==> src/hw/rtl/hsvrgb_pkg.sv <==
// Shared constants for the HSV to RGB colour converter.
// Used by hsvrgb_level and hsv_to_rgb_converter_core; depends on nothing else.
`timescale 1ns / 1ps

package hsvrgb_pkg;

  localparam int HUE_W    = 9;
  localparam int CHAN_W   = 8;
  localparam int SECTOR_W = 4;
  localparam int FRAC_W   = 6;
  localparam int WEIGHT_W = 14;
  localparam int PROD_W   = 22;
  localparam int EST_W    = 33;

  localparam int SECTOR_SPAN  = 60;
  localparam int SECTOR_COUNT = 8;

  localparam logic [WEIGHT_W-1:0] FULL_SCALE  = 14'd15300;
  localparam logic [10:0]         RECIP       = 11'd1096;
  localparam int                  RECIP_SHIFT = 24;

  localparam logic [SECTOR_W-1:0] SECTOR_RED     = 4'd0;
  localparam logic [SECTOR_W-1:0] SECTOR_YELLOW  = 4'd1;
  localparam logic [SECTOR_W-1:0] SECTOR_GREEN   = 4'd2;
  localparam logic [SECTOR_W-1:0] SECTOR_CYAN    = 4'd3;
  localparam logic [SECTOR_W-1:0] SECTOR_BLUE    = 4'd4;

endpackage

==> src/hw/rtl/hsv_to_rgb_converter_core.sv <==
// HSV to RGB colour converter: one request per clock.
// A request's result passes the sector and weight registers, the level units and the output
// register, and is shown on the outputs marked by done.
// Every stage is a register slice and the three level units are pipelined, so
// busy is always low. Reset clears the valid chain only.
// Top level; depends on hsvrgb_pkg and hsvrgb_level.
`timescale 1ns / 1ps

module hsv_to_rgb_converter_core (
  input  logic                                clk,
  input  logic                                rst,
  input  logic                                start,
  output logic                                busy,
  input  logic [hsvrgb_pkg::HUE_W-1:0]        hue,
  input  logic [hsvrgb_pkg::CHAN_W-1:0]       saturation,
  input  logic [hsvrgb_pkg::CHAN_W-1:0]       brightness,
  output logic                                done,
  output logic [hsvrgb_pkg::CHAN_W-1:0]       red,
  output logic [hsvrgb_pkg::CHAN_W-1:0]       green,
  output logic [hsvrgb_pkg::CHAN_W-1:0]       blue
);

  logic [hsvrgb_pkg::SECTOR_W-1:0] sector_c;
  logic [hsvrgb_pkg::HUE_W-1:0]    base_c;

  logic                            valid1;
  logic [hsvrgb_pkg::SECTOR_W-1:0] sector1;
  logic [hsvrgb_pkg::FRAC_W-1:0]   frac1;
  logic [hsvrgb_pkg::CHAN_W-1:0]   sat1;
  logic [hsvrgb_pkg::CHAN_W-1:0]   val1;

  logic                            valid2;
  logic [hsvrgb_pkg::SECTOR_W-1:0] sector2;
  logic [hsvrgb_pkg::CHAN_W-1:0]   val2;
  logic [hsvrgb_pkg::WEIGHT_W-1:0] wp2;
  logic [hsvrgb_pkg::WEIGHT_W-1:0] wq2;
  logic [hsvrgb_pkg::WEIGHT_W-1:0] wt2;

  logic [2:0]                      valid_d;
  logic [hsvrgb_pkg::SECTOR_W-1:0] sector_d [3];
  logic [hsvrgb_pkg::CHAN_W-1:0]   val_d [3];

  logic [hsvrgb_pkg::CHAN_W-1:0]   lvl_p;
  logic [hsvrgb_pkg::CHAN_W-1:0]   lvl_q;
  logic [hsvrgb_pkg::CHAN_W-1:0]   lvl_t;

  logic [hsvrgb_pkg::CHAN_W-1:0]   red_next;
  logic [hsvrgb_pkg::CHAN_W-1:0]   green_next;
  logic [hsvrgb_pkg::CHAN_W-1:0]   blue_next;

  assign busy = 1'b0;

  always_comb begin
    sector_c = '0;
    base_c   = '0;
    for (int k = 1; k <= hsvrgb_pkg::SECTOR_COUNT; k++) begin
      if (hue >= hsvrgb_pkg::HUE_W'(hsvrgb_pkg::SECTOR_SPAN * k)) begin
        sector_c = hsvrgb_pkg::SECTOR_W'(k);
        base_c   = hsvrgb_pkg::HUE_W'(hsvrgb_pkg::SECTOR_SPAN * k);
      end
    end
  end

  hsvrgb_level u_level_p (.clk(clk), .value(val2), .weight(wp2), .level(lvl_p));
  hsvrgb_level u_level_q (.clk(clk), .value(val2), .weight(wq2), .level(lvl_q));
  hsvrgb_level u_level_t (.clk(clk), .value(val2), .weight(wt2), .level(lvl_t));

  always_comb begin
    case (sector_d[2])
      hsvrgb_pkg::SECTOR_RED: begin
        red_next = val_d[2]; green_next = lvl_t; blue_next = lvl_p;
      end
      hsvrgb_pkg::SECTOR_YELLOW: begin
        red_next = lvl_q; green_next = val_d[2]; blue_next = lvl_p;
      end
      hsvrgb_pkg::SECTOR_GREEN: begin
        red_next = lvl_p; green_next = val_d[2]; blue_next = lvl_t;
      end
      hsvrgb_pkg::SECTOR_CYAN: begin
        red_next = lvl_p; green_next = lvl_q; blue_next = val_d[2];
      end
      hsvrgb_pkg::SECTOR_BLUE: begin
        red_next = lvl_t; green_next = lvl_p; blue_next = val_d[2];
      end
      default: begin
        red_next = val_d[2]; green_next = lvl_p; blue_next = lvl_q;
      end
    endcase
  end

  always_ff @(posedge clk) begin
    if (rst) begin
      valid1  <= 1'b0;
      valid2  <= 1'b0;
      valid_d <= '0;
      done    <= 1'b0;
    end else begin
      valid1  <= start && !busy;
      valid2  <= valid1;
      valid_d <= {valid_d[1:0], valid2};
      done    <= valid_d[2];
    end

    sector1 <= sector_c;
    frac1   <= hsvrgb_pkg::FRAC_W'(hue - base_c);
    sat1    <= saturation;
    val1    <= brightness;

    sector2 <= sector1;
    val2    <= val1;
    wp2     <= hsvrgb_pkg::WEIGHT_W'(sat1) *
               hsvrgb_pkg::WEIGHT_W'(hsvrgb_pkg::SECTOR_SPAN);
    wq2     <= hsvrgb_pkg::WEIGHT_W'(sat1) * hsvrgb_pkg::WEIGHT_W'(frac1);
    wt2     <= hsvrgb_pkg::WEIGHT_W'(sat1) *
               (hsvrgb_pkg::WEIGHT_W'(hsvrgb_pkg::SECTOR_SPAN) -
                hsvrgb_pkg::WEIGHT_W'(frac1));

    sector_d[0] <= sector2;
    sector_d[1] <= sector_d[0];
    sector_d[2] <= sector_d[1];
    val_d[0]    <= val2;
    val_d[1]    <= val_d[0];
    val_d[2]    <= val_d[1];

    red   <= red_next;
    green <= green_next;
    blue  <= blue_next;
  end

endmodule

==> src/hw/rtl/hsvrgb_level.sv <==
// Three-stage unit forming floor(v * (15300 - w) / 15300) for one colour level.
// Depends on hsvrgb_pkg; the division uses a reciprocal estimate and one correction.
`timescale 1ns / 1ps

module hsvrgb_level (
  input  logic                             clk,
  input  logic [hsvrgb_pkg::CHAN_W-1:0]    value,
  input  logic [hsvrgb_pkg::WEIGHT_W-1:0]  weight,
  output logic [hsvrgb_pkg::CHAN_W-1:0]    level
);

  logic [hsvrgb_pkg::PROD_W-1:0] prod_a;
  logic [hsvrgb_pkg::PROD_W-1:0] prod_b;
  logic [hsvrgb_pkg::CHAN_W-1:0] est_b;
  logic [hsvrgb_pkg::EST_W-1:0]  est_full;
  logic [hsvrgb_pkg::PROD_W-1:0] rem_c;

  assign est_full = hsvrgb_pkg::EST_W'(prod_a) * hsvrgb_pkg::EST_W'(hsvrgb_pkg::RECIP);

  assign rem_c = prod_b - (hsvrgb_pkg::PROD_W'(est_b) *
                           hsvrgb_pkg::PROD_W'(hsvrgb_pkg::FULL_SCALE));

  always_ff @(posedge clk) begin
    prod_a <= hsvrgb_pkg::PROD_W'(value) *
              hsvrgb_pkg::PROD_W'(hsvrgb_pkg::FULL_SCALE - weight);
    prod_b <= prod_a;
    est_b  <= est_full[hsvrgb_pkg::RECIP_SHIFT +: hsvrgb_pkg::CHAN_W];
    if (rem_c >= hsvrgb_pkg::PROD_W'(hsvrgb_pkg::FULL_SCALE)) begin
      level <= est_b + 8'd1;
    end else begin
      level <= est_b;
    end
  end

endmodule

==> config.mk <==
export PLATFORM = sky130hd
export DESIGN_NAME = hsv_to_rgb_converter_core
export DESIGN_NICKNAME = d
export VERILOG_FILES = /design/src/hw/rtl/hsvrgb_pkg.sv /design/src/hw/rtl/hsv_to_rgb_converter_core.sv /design/src/hw/rtl/hsvrgb_level.sv
export SDC_FILE = /design/constraint.sdc
export NUM_CORES = 2
export LEC_CHECK = 0
export BUFFER_PORTS_ARGS = -buffer_cell sky130_fd_sc_hd__buf_2
export CAP_MARGIN = 30
export CORE_MARGIN = 3
export CORE_UTILIZATION = 38
export CTS_BUF_LIST = sky130_fd_sc_hd__clkbuf_8
export DETAILED_ROUTE_END_ITERATION = 8
export GPL_TIMING_DRIVEN = 1
export PLACE_DENSITY = 0.56
export SLEW_MARGIN = 20
export SYNTH_ARGS = -nofsm -noshare
export SYNTH_HDL_FRONTEND = slang
export SYNTH_HIERARCHICAL = 1
export SYNTH_SLANG_ARGS = --single-unit
==> constraint.sdc <==
create_clock -name clk -period 14.3 [get_ports clk]
set_input_delay 4.29 -clock clk [delete_from_list [all_inputs] [get_ports clk]]
set_output_delay 4.29 -clock clk [all_outputs]
set_load 0.03 [all_outputs]
== Word level (Yosys, flattened, before mapping) ==
Memories as Yosys holds them, arrays and structs flattened.
Cells that the tools add are included.

* Register bits after elaboration: 288
* Memory bits (writable): 36
* Input port bits: 28
* Output and inout bits: 26
* Word-level logic and storage cells: 94
* Memories kept: 2

{| class="wikitable"
|+ Memories
! name !! words !! bits a word !! read ports !! clocked after memory_dff !! write ports !! line !! source
|-
| val_d || 3 || 8 || 3 || 0 || 3 || hsv_to_rgb_converter_core.sv:41 || <nowiki>logic [hsvrgb_pkg::CHAN_W-1:0] val_d [3];</nowiki>
|-
| sector_d || 3 || 4 || 3 || 0 || 3 || hsv_to_rgb_converter_core.sv:40 || <nowiki>logic [hsvrgb_pkg::SECTOR_W-1:0] sector_d [3];</nowiki>
|}

* Add/sub/neg operators: 11
* Multiply operators: 12
* Magnitude comparators: 11
* Eq/ne operators: 4
* Mux-type cells: 21
* Reductions and logical operators: 5

{| class="wikitable"
|+ Operator list
! operator !! number
|-
| 22-bit by 8-bit multiplier with 29-bit output (second input constant) || 3
|-
| 8-bit one-hot mux with 3 select lines || 3
|-
| 22-bit by 14-bit >= comparator with 1-bit output (second input constant) || 3
|-
| 8-bit by 22-bit multiplier with 22-bit output || 3
|-
| 22-bit subtractor || 3
|-
| 8-bit by 12-bit multiplier with 20-bit output (second input constant) || 3
|-
| 6-bit 2-to-1 mux || 8
|-
| 14-bit by 14-bit subtractor with 15-bit output (first input constant) || 3
|-
| 9-bit >= comparator (second input constant) || 4
|-
| 8-bit by 1-bit adder with 8-bit output (second input constant) || 3
|-
| 8-bit 2-to-1 mux || 3
|-
| 9-bit by 8-bit >= comparator with 1-bit output (second input constant) || 2
|-
| 8-bit by 6-bit multiplier with 14-bit output || 1
|-
| 9-bit by 7-bit multiplier with 14-bit output || 1
|-
| 8-bit by 4-bit multiplier with 12-bit output (second input constant) || 1
|-
| 9-bit by 6-bit >= comparator with 1-bit output (second input constant) || 1
|-
| 9-bit by 7-bit >= comparator with 1-bit output (second input constant) || 1
|-
| 4-bit by 2-bit == test with 1-bit output (second input constant) || 2
|-
| 4-bit 2-to-1 mux || 2
|-
| 2-bit OR reduction || 4
|-
| 6-bit by 6-bit subtractor with 7-bit output (first input constant) || 1
|-
| 3-bit 2-to-1 mux || 2
|-
| 6-bit subtractor || 1
|-
| 4-bit by 1-bit == test with 1-bit output (second input constant) || 1
|-
| 4 further kinds || 5
|}

== Longest topological paths before layout ==
* Depth after elaboration: 10
* Mapped depth: 29

== Modules after synthesis ==
The synthesis kept the hierarchy.

{| class="wikitable"
|+ Modules (own cells, without submodules)
! module !! instances !! cells an instance !! area an instance (um2) !! seq. area each (um2)
|-
| hsvrgb_level (u_level_q) || 1 || 1136 || 10063.4 || 1161.1
|-
| hsvrgb_level (u_level_t) || 1 || 1118 || 9949.5 || 1161.1
|-
| hsvrgb_level (u_level_p) || 1 || 1106 || 9912.0 || 1161.1
|-
| hsv_to_rgb_converter_core || 1 || 799 || 8018.9 || 2862.7
|}

== Worst setup path after synthesis ==
No wires, ideal clock.

* Path kind: reg-to-reg
* From: register u_level_q/est_b[5] (netlist name)
* To: register u_level_q/level[7] (netlist name)
* Library setup time: 0.125 ns
* Arrival time: 6.256 ns
* Required time: 14.175 ns
* Setup slack: 7.919 ns
* Cell stages (with the launch flop): 27
* Clock period less this slack: 6.381 ns
* Cell sequence: dfxtp_1 fa_1 inv_1 fa_1 inv_1 fa_1 fa_1 ha_1 o21ai_0 inv_1 a2111oi_0 nor3_1 a21oi_1 o21bai_1 a21oi_1 xor2_1 ha_1 nand2_1 nor2_1 a221oi_1 xnor2_1 a221o_1 a2111o_1 or3_1 buf_6 nand4_1 xnor2_1

* Word-level cells in the longest chain between the ends: 4
* Elaborated cells on any way between the ends: 5
* Classes of those cells: 2 x add/sub; 1 x mul; 1 x order compare; 1 x mux

{| class="wikitable"
|+ Ends and longest elaborated chain
! item !! line !! source
|-
| start: declaration || hsvrgb_level.sv:14 || <nowiki>logic [hsvrgb_pkg::CHAN_W-1:0] est_b;</nowiki>
|-
| start signal: assignment || hsvrgb_level.sv:27 || <nowiki>est_b <= est_full[hsvrgb_pkg::RECIP_SHIFT +: hsvrgb_pkg::CHAN_W];</nowiki>
|-
| 8-bit by 12-bit multiplier with 20-bit output || hsvrgb_level.sv:20 || <nowiki>assign rem_c = prod_b - (hsvrgb_pkg::PROD_W'(est_b) *</nowiki>
|-
| 22-bit subtractor || hsvrgb_level.sv:20 ||
|-
| 22-bit by 14-bit >= comparator with 1-bit output || hsvrgb_level.sv:28 || <nowiki>if (rem_c >= hsvrgb_pkg::PROD_W'(hsvrgb_pkg::FULL_SCALE)) begin</nowiki>
|-
| 8-bit 2-to-1 mux * || hsvrgb_level.sv:28 ||
|-
| end signal: assignment || hsvrgb_level.sv:29 || <nowiki>level <= est_b + 8'd1;</nowiki>
|-
| end signal: assignment || hsvrgb_level.sv:31 || <nowiki>level <= est_b;</nowiki>
|-
| end: declaration || hsvrgb_level.sv:9 || <nowiki>output logic [hsvrgb_pkg::CHAN_W-1:0] level</nowiki>
|}

Mark *: on every way between the ends. The rest lies on a longest branch, timed or not.
A chain may end at the register's enable or synchronous reset.

== Final worst setup path ==
* From: register wt2[0] (netlist name)
* To: register u_level_t/prod_a[21] (netlist name)

* Word-level cells in the longest chain between the ends: 2

{| class="wikitable"
|+ Ends and longest elaborated chain
! item !! line !! source
|-
| start: declaration || hsv_to_rgb_converter_core.sv:37 || <nowiki>logic [hsvrgb_pkg::WEIGHT_W-1:0] wt2;</nowiki>
|-
| start signal: assignment || hsv_to_rgb_converter_core.sv:114 || <nowiki>wt2 <= hsvrgb_pkg::WEIGHT_W'(sat1) *</nowiki>
|-
| 14-bit by 14-bit subtractor with 15-bit output || hsvrgb_level.sv:25 || <nowiki>hsvrgb_pkg::PROD_W'(hsvrgb_pkg::FULL_SCALE - weight);</nowiki>
|-
| 8-bit by 22-bit multiplier with 22-bit output || hsvrgb_level.sv:24 || <nowiki>prod_a <= hsvrgb_pkg::PROD_W'(value) *</nowiki>
|-
| end signal: assignment || hsvrgb_level.sv:24 ||
|-
| end: declaration || hsvrgb_level.sv:12 || <nowiki>logic [hsvrgb_pkg::PROD_W-1:0] prod_a;</nowiki>
|}

Every way passes these cells.

==> flow_summary.json <==
{
  "status": "finished clean",
  "cts_root_buf": "clkbuf_8",
  "startpoint": "wt2[0]",
  "rsz0062_at_grt": "no",
  "fmax_ghz": 0.143,
  "postCtsSetupRepairBufs": 0,
  "period_minus_slack_ns": 7.01,
  "drc_errors": 0,
  "area_growth_pct": 8.15,
  "viasPerCell": 4.77,
  "postLayoutCellArea_um2": 41000,
  "dieArea_um2": 104000,
  "cts_tree": "built",
  "clkSinkCount": 317,
  "dieWidth_um": 322,
  "post_drt_wl_per_cell_um": 14.6,
  "grt_pass1_wl_um": 138000,
  "place_area_um2": 39700,
  "synth_area_leaders": "fa_1, ha_1, dfxtp_1",
  "timing.final.crit_share_pct": 49.0,
  "drt_iter0_drc": 1294,
  "wirelength_um": 81100,
  "end_kind": "flop",
  "cp_data_arrival_time_ns": 7.57,
  "drive_gt1_share_pct": 5.24,
  "hold_path.class": "flop to flop",
  "fin_worst_skew_ns": 0.0275,
  "h-tree-depth": 2,
  "crit_chain": "inv_1, ha_1, o21ai_0, nor3b_1, xor2_1, nand2_1, fa_1, inv_1, fa_1, inv_1, fa_1, inv_1, fa_1, ha_1, o21ai_0, a21oi_1, o31a_1, o41ai_1, o221ai_1, o21ai_0, nor2b_1, xnor2_1",
  "synthFlopType": "dfxtp_1",
  "syn_area_um2": 37900,
  "ys_warn_count": 6,
  "worstMarginPinSlew_ns": 0.983,
  "drv_cap": 0,
  "gp_congestion": 0.832,
  "avgSynthCellArea_um2": 9.12,
  "yosysMostFrequentCell": "inv_1",
  "final_nets": 5334,
  "yosys-top-cells-count": "inv_1, ha_1, fa_1, nand2_1, dfxtp_1",
  "critPathRequiredTime_ns": 14.86,
  "num_rows": 115,
  "synth_cell_types": 102,
  "hp-start": "val_d[0][8]",
  "r2r_cells": 22,
  "critPathKind": "flop to flop",
  "antenna_found_initial": 2,
  "multi_input_area_um2": 28000,
  "max-slew-margin-rel_pct": 34.0,
  "io_pins": 54,
  "cp-start-kind": "flop",
  "finalSetupTns_ns": 0,
  "async_flop_share_pct": 0,
  "grt-ovfl-total": 0,
  "hold_depth": 0,
  "synth-seq-area-share_pct": 16.7,
  "r2r_start": "wt2[0]",
  "cts_hold_buf": 0,
  "crit_slowest_cell": "dfxtp_1",
  "cpPeakStageDelay_ns": 0.90,
  "clock_latency_ns": 0.69,
  "synth_top_area_share_pct": 24.7,
  "cts_buffer_depth": 3,
  "grt.total_usage_pct": 16.2,
  "cts_resized": 0,
  "hold_viol": 0,
  "start_util_pct": 38.4,
  "cts_buffers": 59,
  "die_y_um": 322,
  "synth_edf_count": 0,
  "maxSlewViolCount": 0,
  "drt-pass1-iter-count": 5,
  "reg2reg_to": "u_level_t/prod_a[21]",
  "place.port_buffers": 52,
  "yosysTopAreaCell": "fa_1",
  "path_clk_slew_ns": 0.06,
  "crit_fanout": 20,
  "vias": 26509,
  "reg2reg_slack_ns": 7.29,
  "finalSetupViolCount": 0,
  "fill_cells": 9878,
  "hold-path-endpoint": "val_d[0][16]",
  "core_area_um2": 98700,
  "hpwl_um": 65700,
  "regArea_um2": 6350,
  "grt_max_degree": 50,
  "grt_pass1_vias": 27628,
  "postSynthCellCount": 4159,
  "synth-seq-cells": 317,
  "ant_nets": 0
}
sequential cells by signal (all words and copies together) (netlist names), 6 cells and up:
name,flops
val_d,24
u_level_p/prod_a,22
u_level_q/prod_a,22
u_level_t/prod_a,22
u_level_p/prod_b,20
u_level_q/prod_b,20
u_level_t/prod_b,20
wt2,14
wq2,13
sector_d,12
wp2,12
blue,8
green,8
red,8
sat1,8
u_level_p/est_b,8
u_level_p/level,8
u_level_q/est_b,8
u_level_q/level,8
u_level_t/est_b,8
u_level_t/level,8
val1,8
val2,8
frac1,6
through the flow:
step | worst slack (ns) | std cells | hold WS [ns] | utilization, %
after global placement | 7.37 | 5458 | 0.310 | 40.2
after detailed placement | 7.33 | 5458 | 0.312 | 40.2
final | 7.29 | 5562 | 0.325 | 41.6
after global routing | 6.66 | 5562 | 0.332 | 41.6
after CTS | 7.32 | 5561 | 0.326 | 41.6
after floorplan | 7.92 | 4171 | 0.310 | -
cells in the final DEF (no fill, tap or decap), types with 18 or more instances in the layout:
cell type	instances
nand2b_1	23
dfxtp_1	314
a21o_1	39
nor2b_1	43
a211oi_1	19
xor2_1	75
o21a_1	30
a31oi_1	18
nor3_1	59
xnor2_1	161
nor2_1	166
ha_1	606
nand3_1	46
nand2_1	318
a21oi_1	124
buf_2	52
clkbuf_8	72
o21ai_0	106
o211ai_1	19
and2_1	269
fa_1	468
inv_1	913
per-layer routing:
| layer | up-vias | routed length, µm | global-route usage (%) |
|---|---|---|---|
| met5 | - | 13 | 0 |
| met1 | 12747 | 40000 | 22.5 |
| met3 | 70 | 2190 | 1.81 |
| met4 | 2 | 1270 | 3.25 |
| li1 | 13390 | - | - |
| met2 | 300 | 37600 | 27.5 |
worst max-delay path, delay by kind of cell, from the launching register on:
kind | cells | cell delay (ns)
AOI/OAI and AO/OA | 7 | 1.84
xor gates and xnor gates | 2 | 0.62
adders and majority gates | 6 | 2.60
buffers and inverters | 4 | 0.26
DFF | 1 | 0.90
and+or+nand+nor | 3 | 0.68
area by class of cell:
class | instances | share of cell area, %
clock buffer | 72 | 2.41
multi-input combinational | 2886 | 68.1
clock inverter | 31 | 0.915
timing repair buffer | 64 | 0.854
tap | 1287 | 3.92
inverter | 904 | 8.27
sequential | 317 | 15.5
antenna | 1 | 0.00610
how the worst max path moves through the flow:
stage	to	cells past startpoint
detailed placement	u_level_q/level[7]	25
finish	u_level_t/prod_a[21]	22
global route	u_level_p/level[6]	25
CTS	u_level_q/level[7]	25
global placement	u_level_q/level[7]	25
floorplan	u_level_q/level[7]	26
logic make-up (layout without fill, tap and decap cells):
group | Yosys count | in the layout | share of synthesized area (%)
AO/OA/AOI/OAI | 524 | 524 | 9.46
XOR/XNOR | 236 | 236 | 5.45
adder cells (fa/ha/maj) | 1075 | 1075 | 44.7
buffers and inverters | 968 | 1071 | 9.69
flip-flops | 317 | 317 | 16.7
multiplexers | 5 | 5 | 0.145
other | 1 | 14 | 0.00988
AND/OR/NAND/NOR | 1033 | 1033 | 13.8
Power is left out: the tool's default activity adds up to more than one toggle a clock period on the data nets, which glitch-free logic cannot reach.
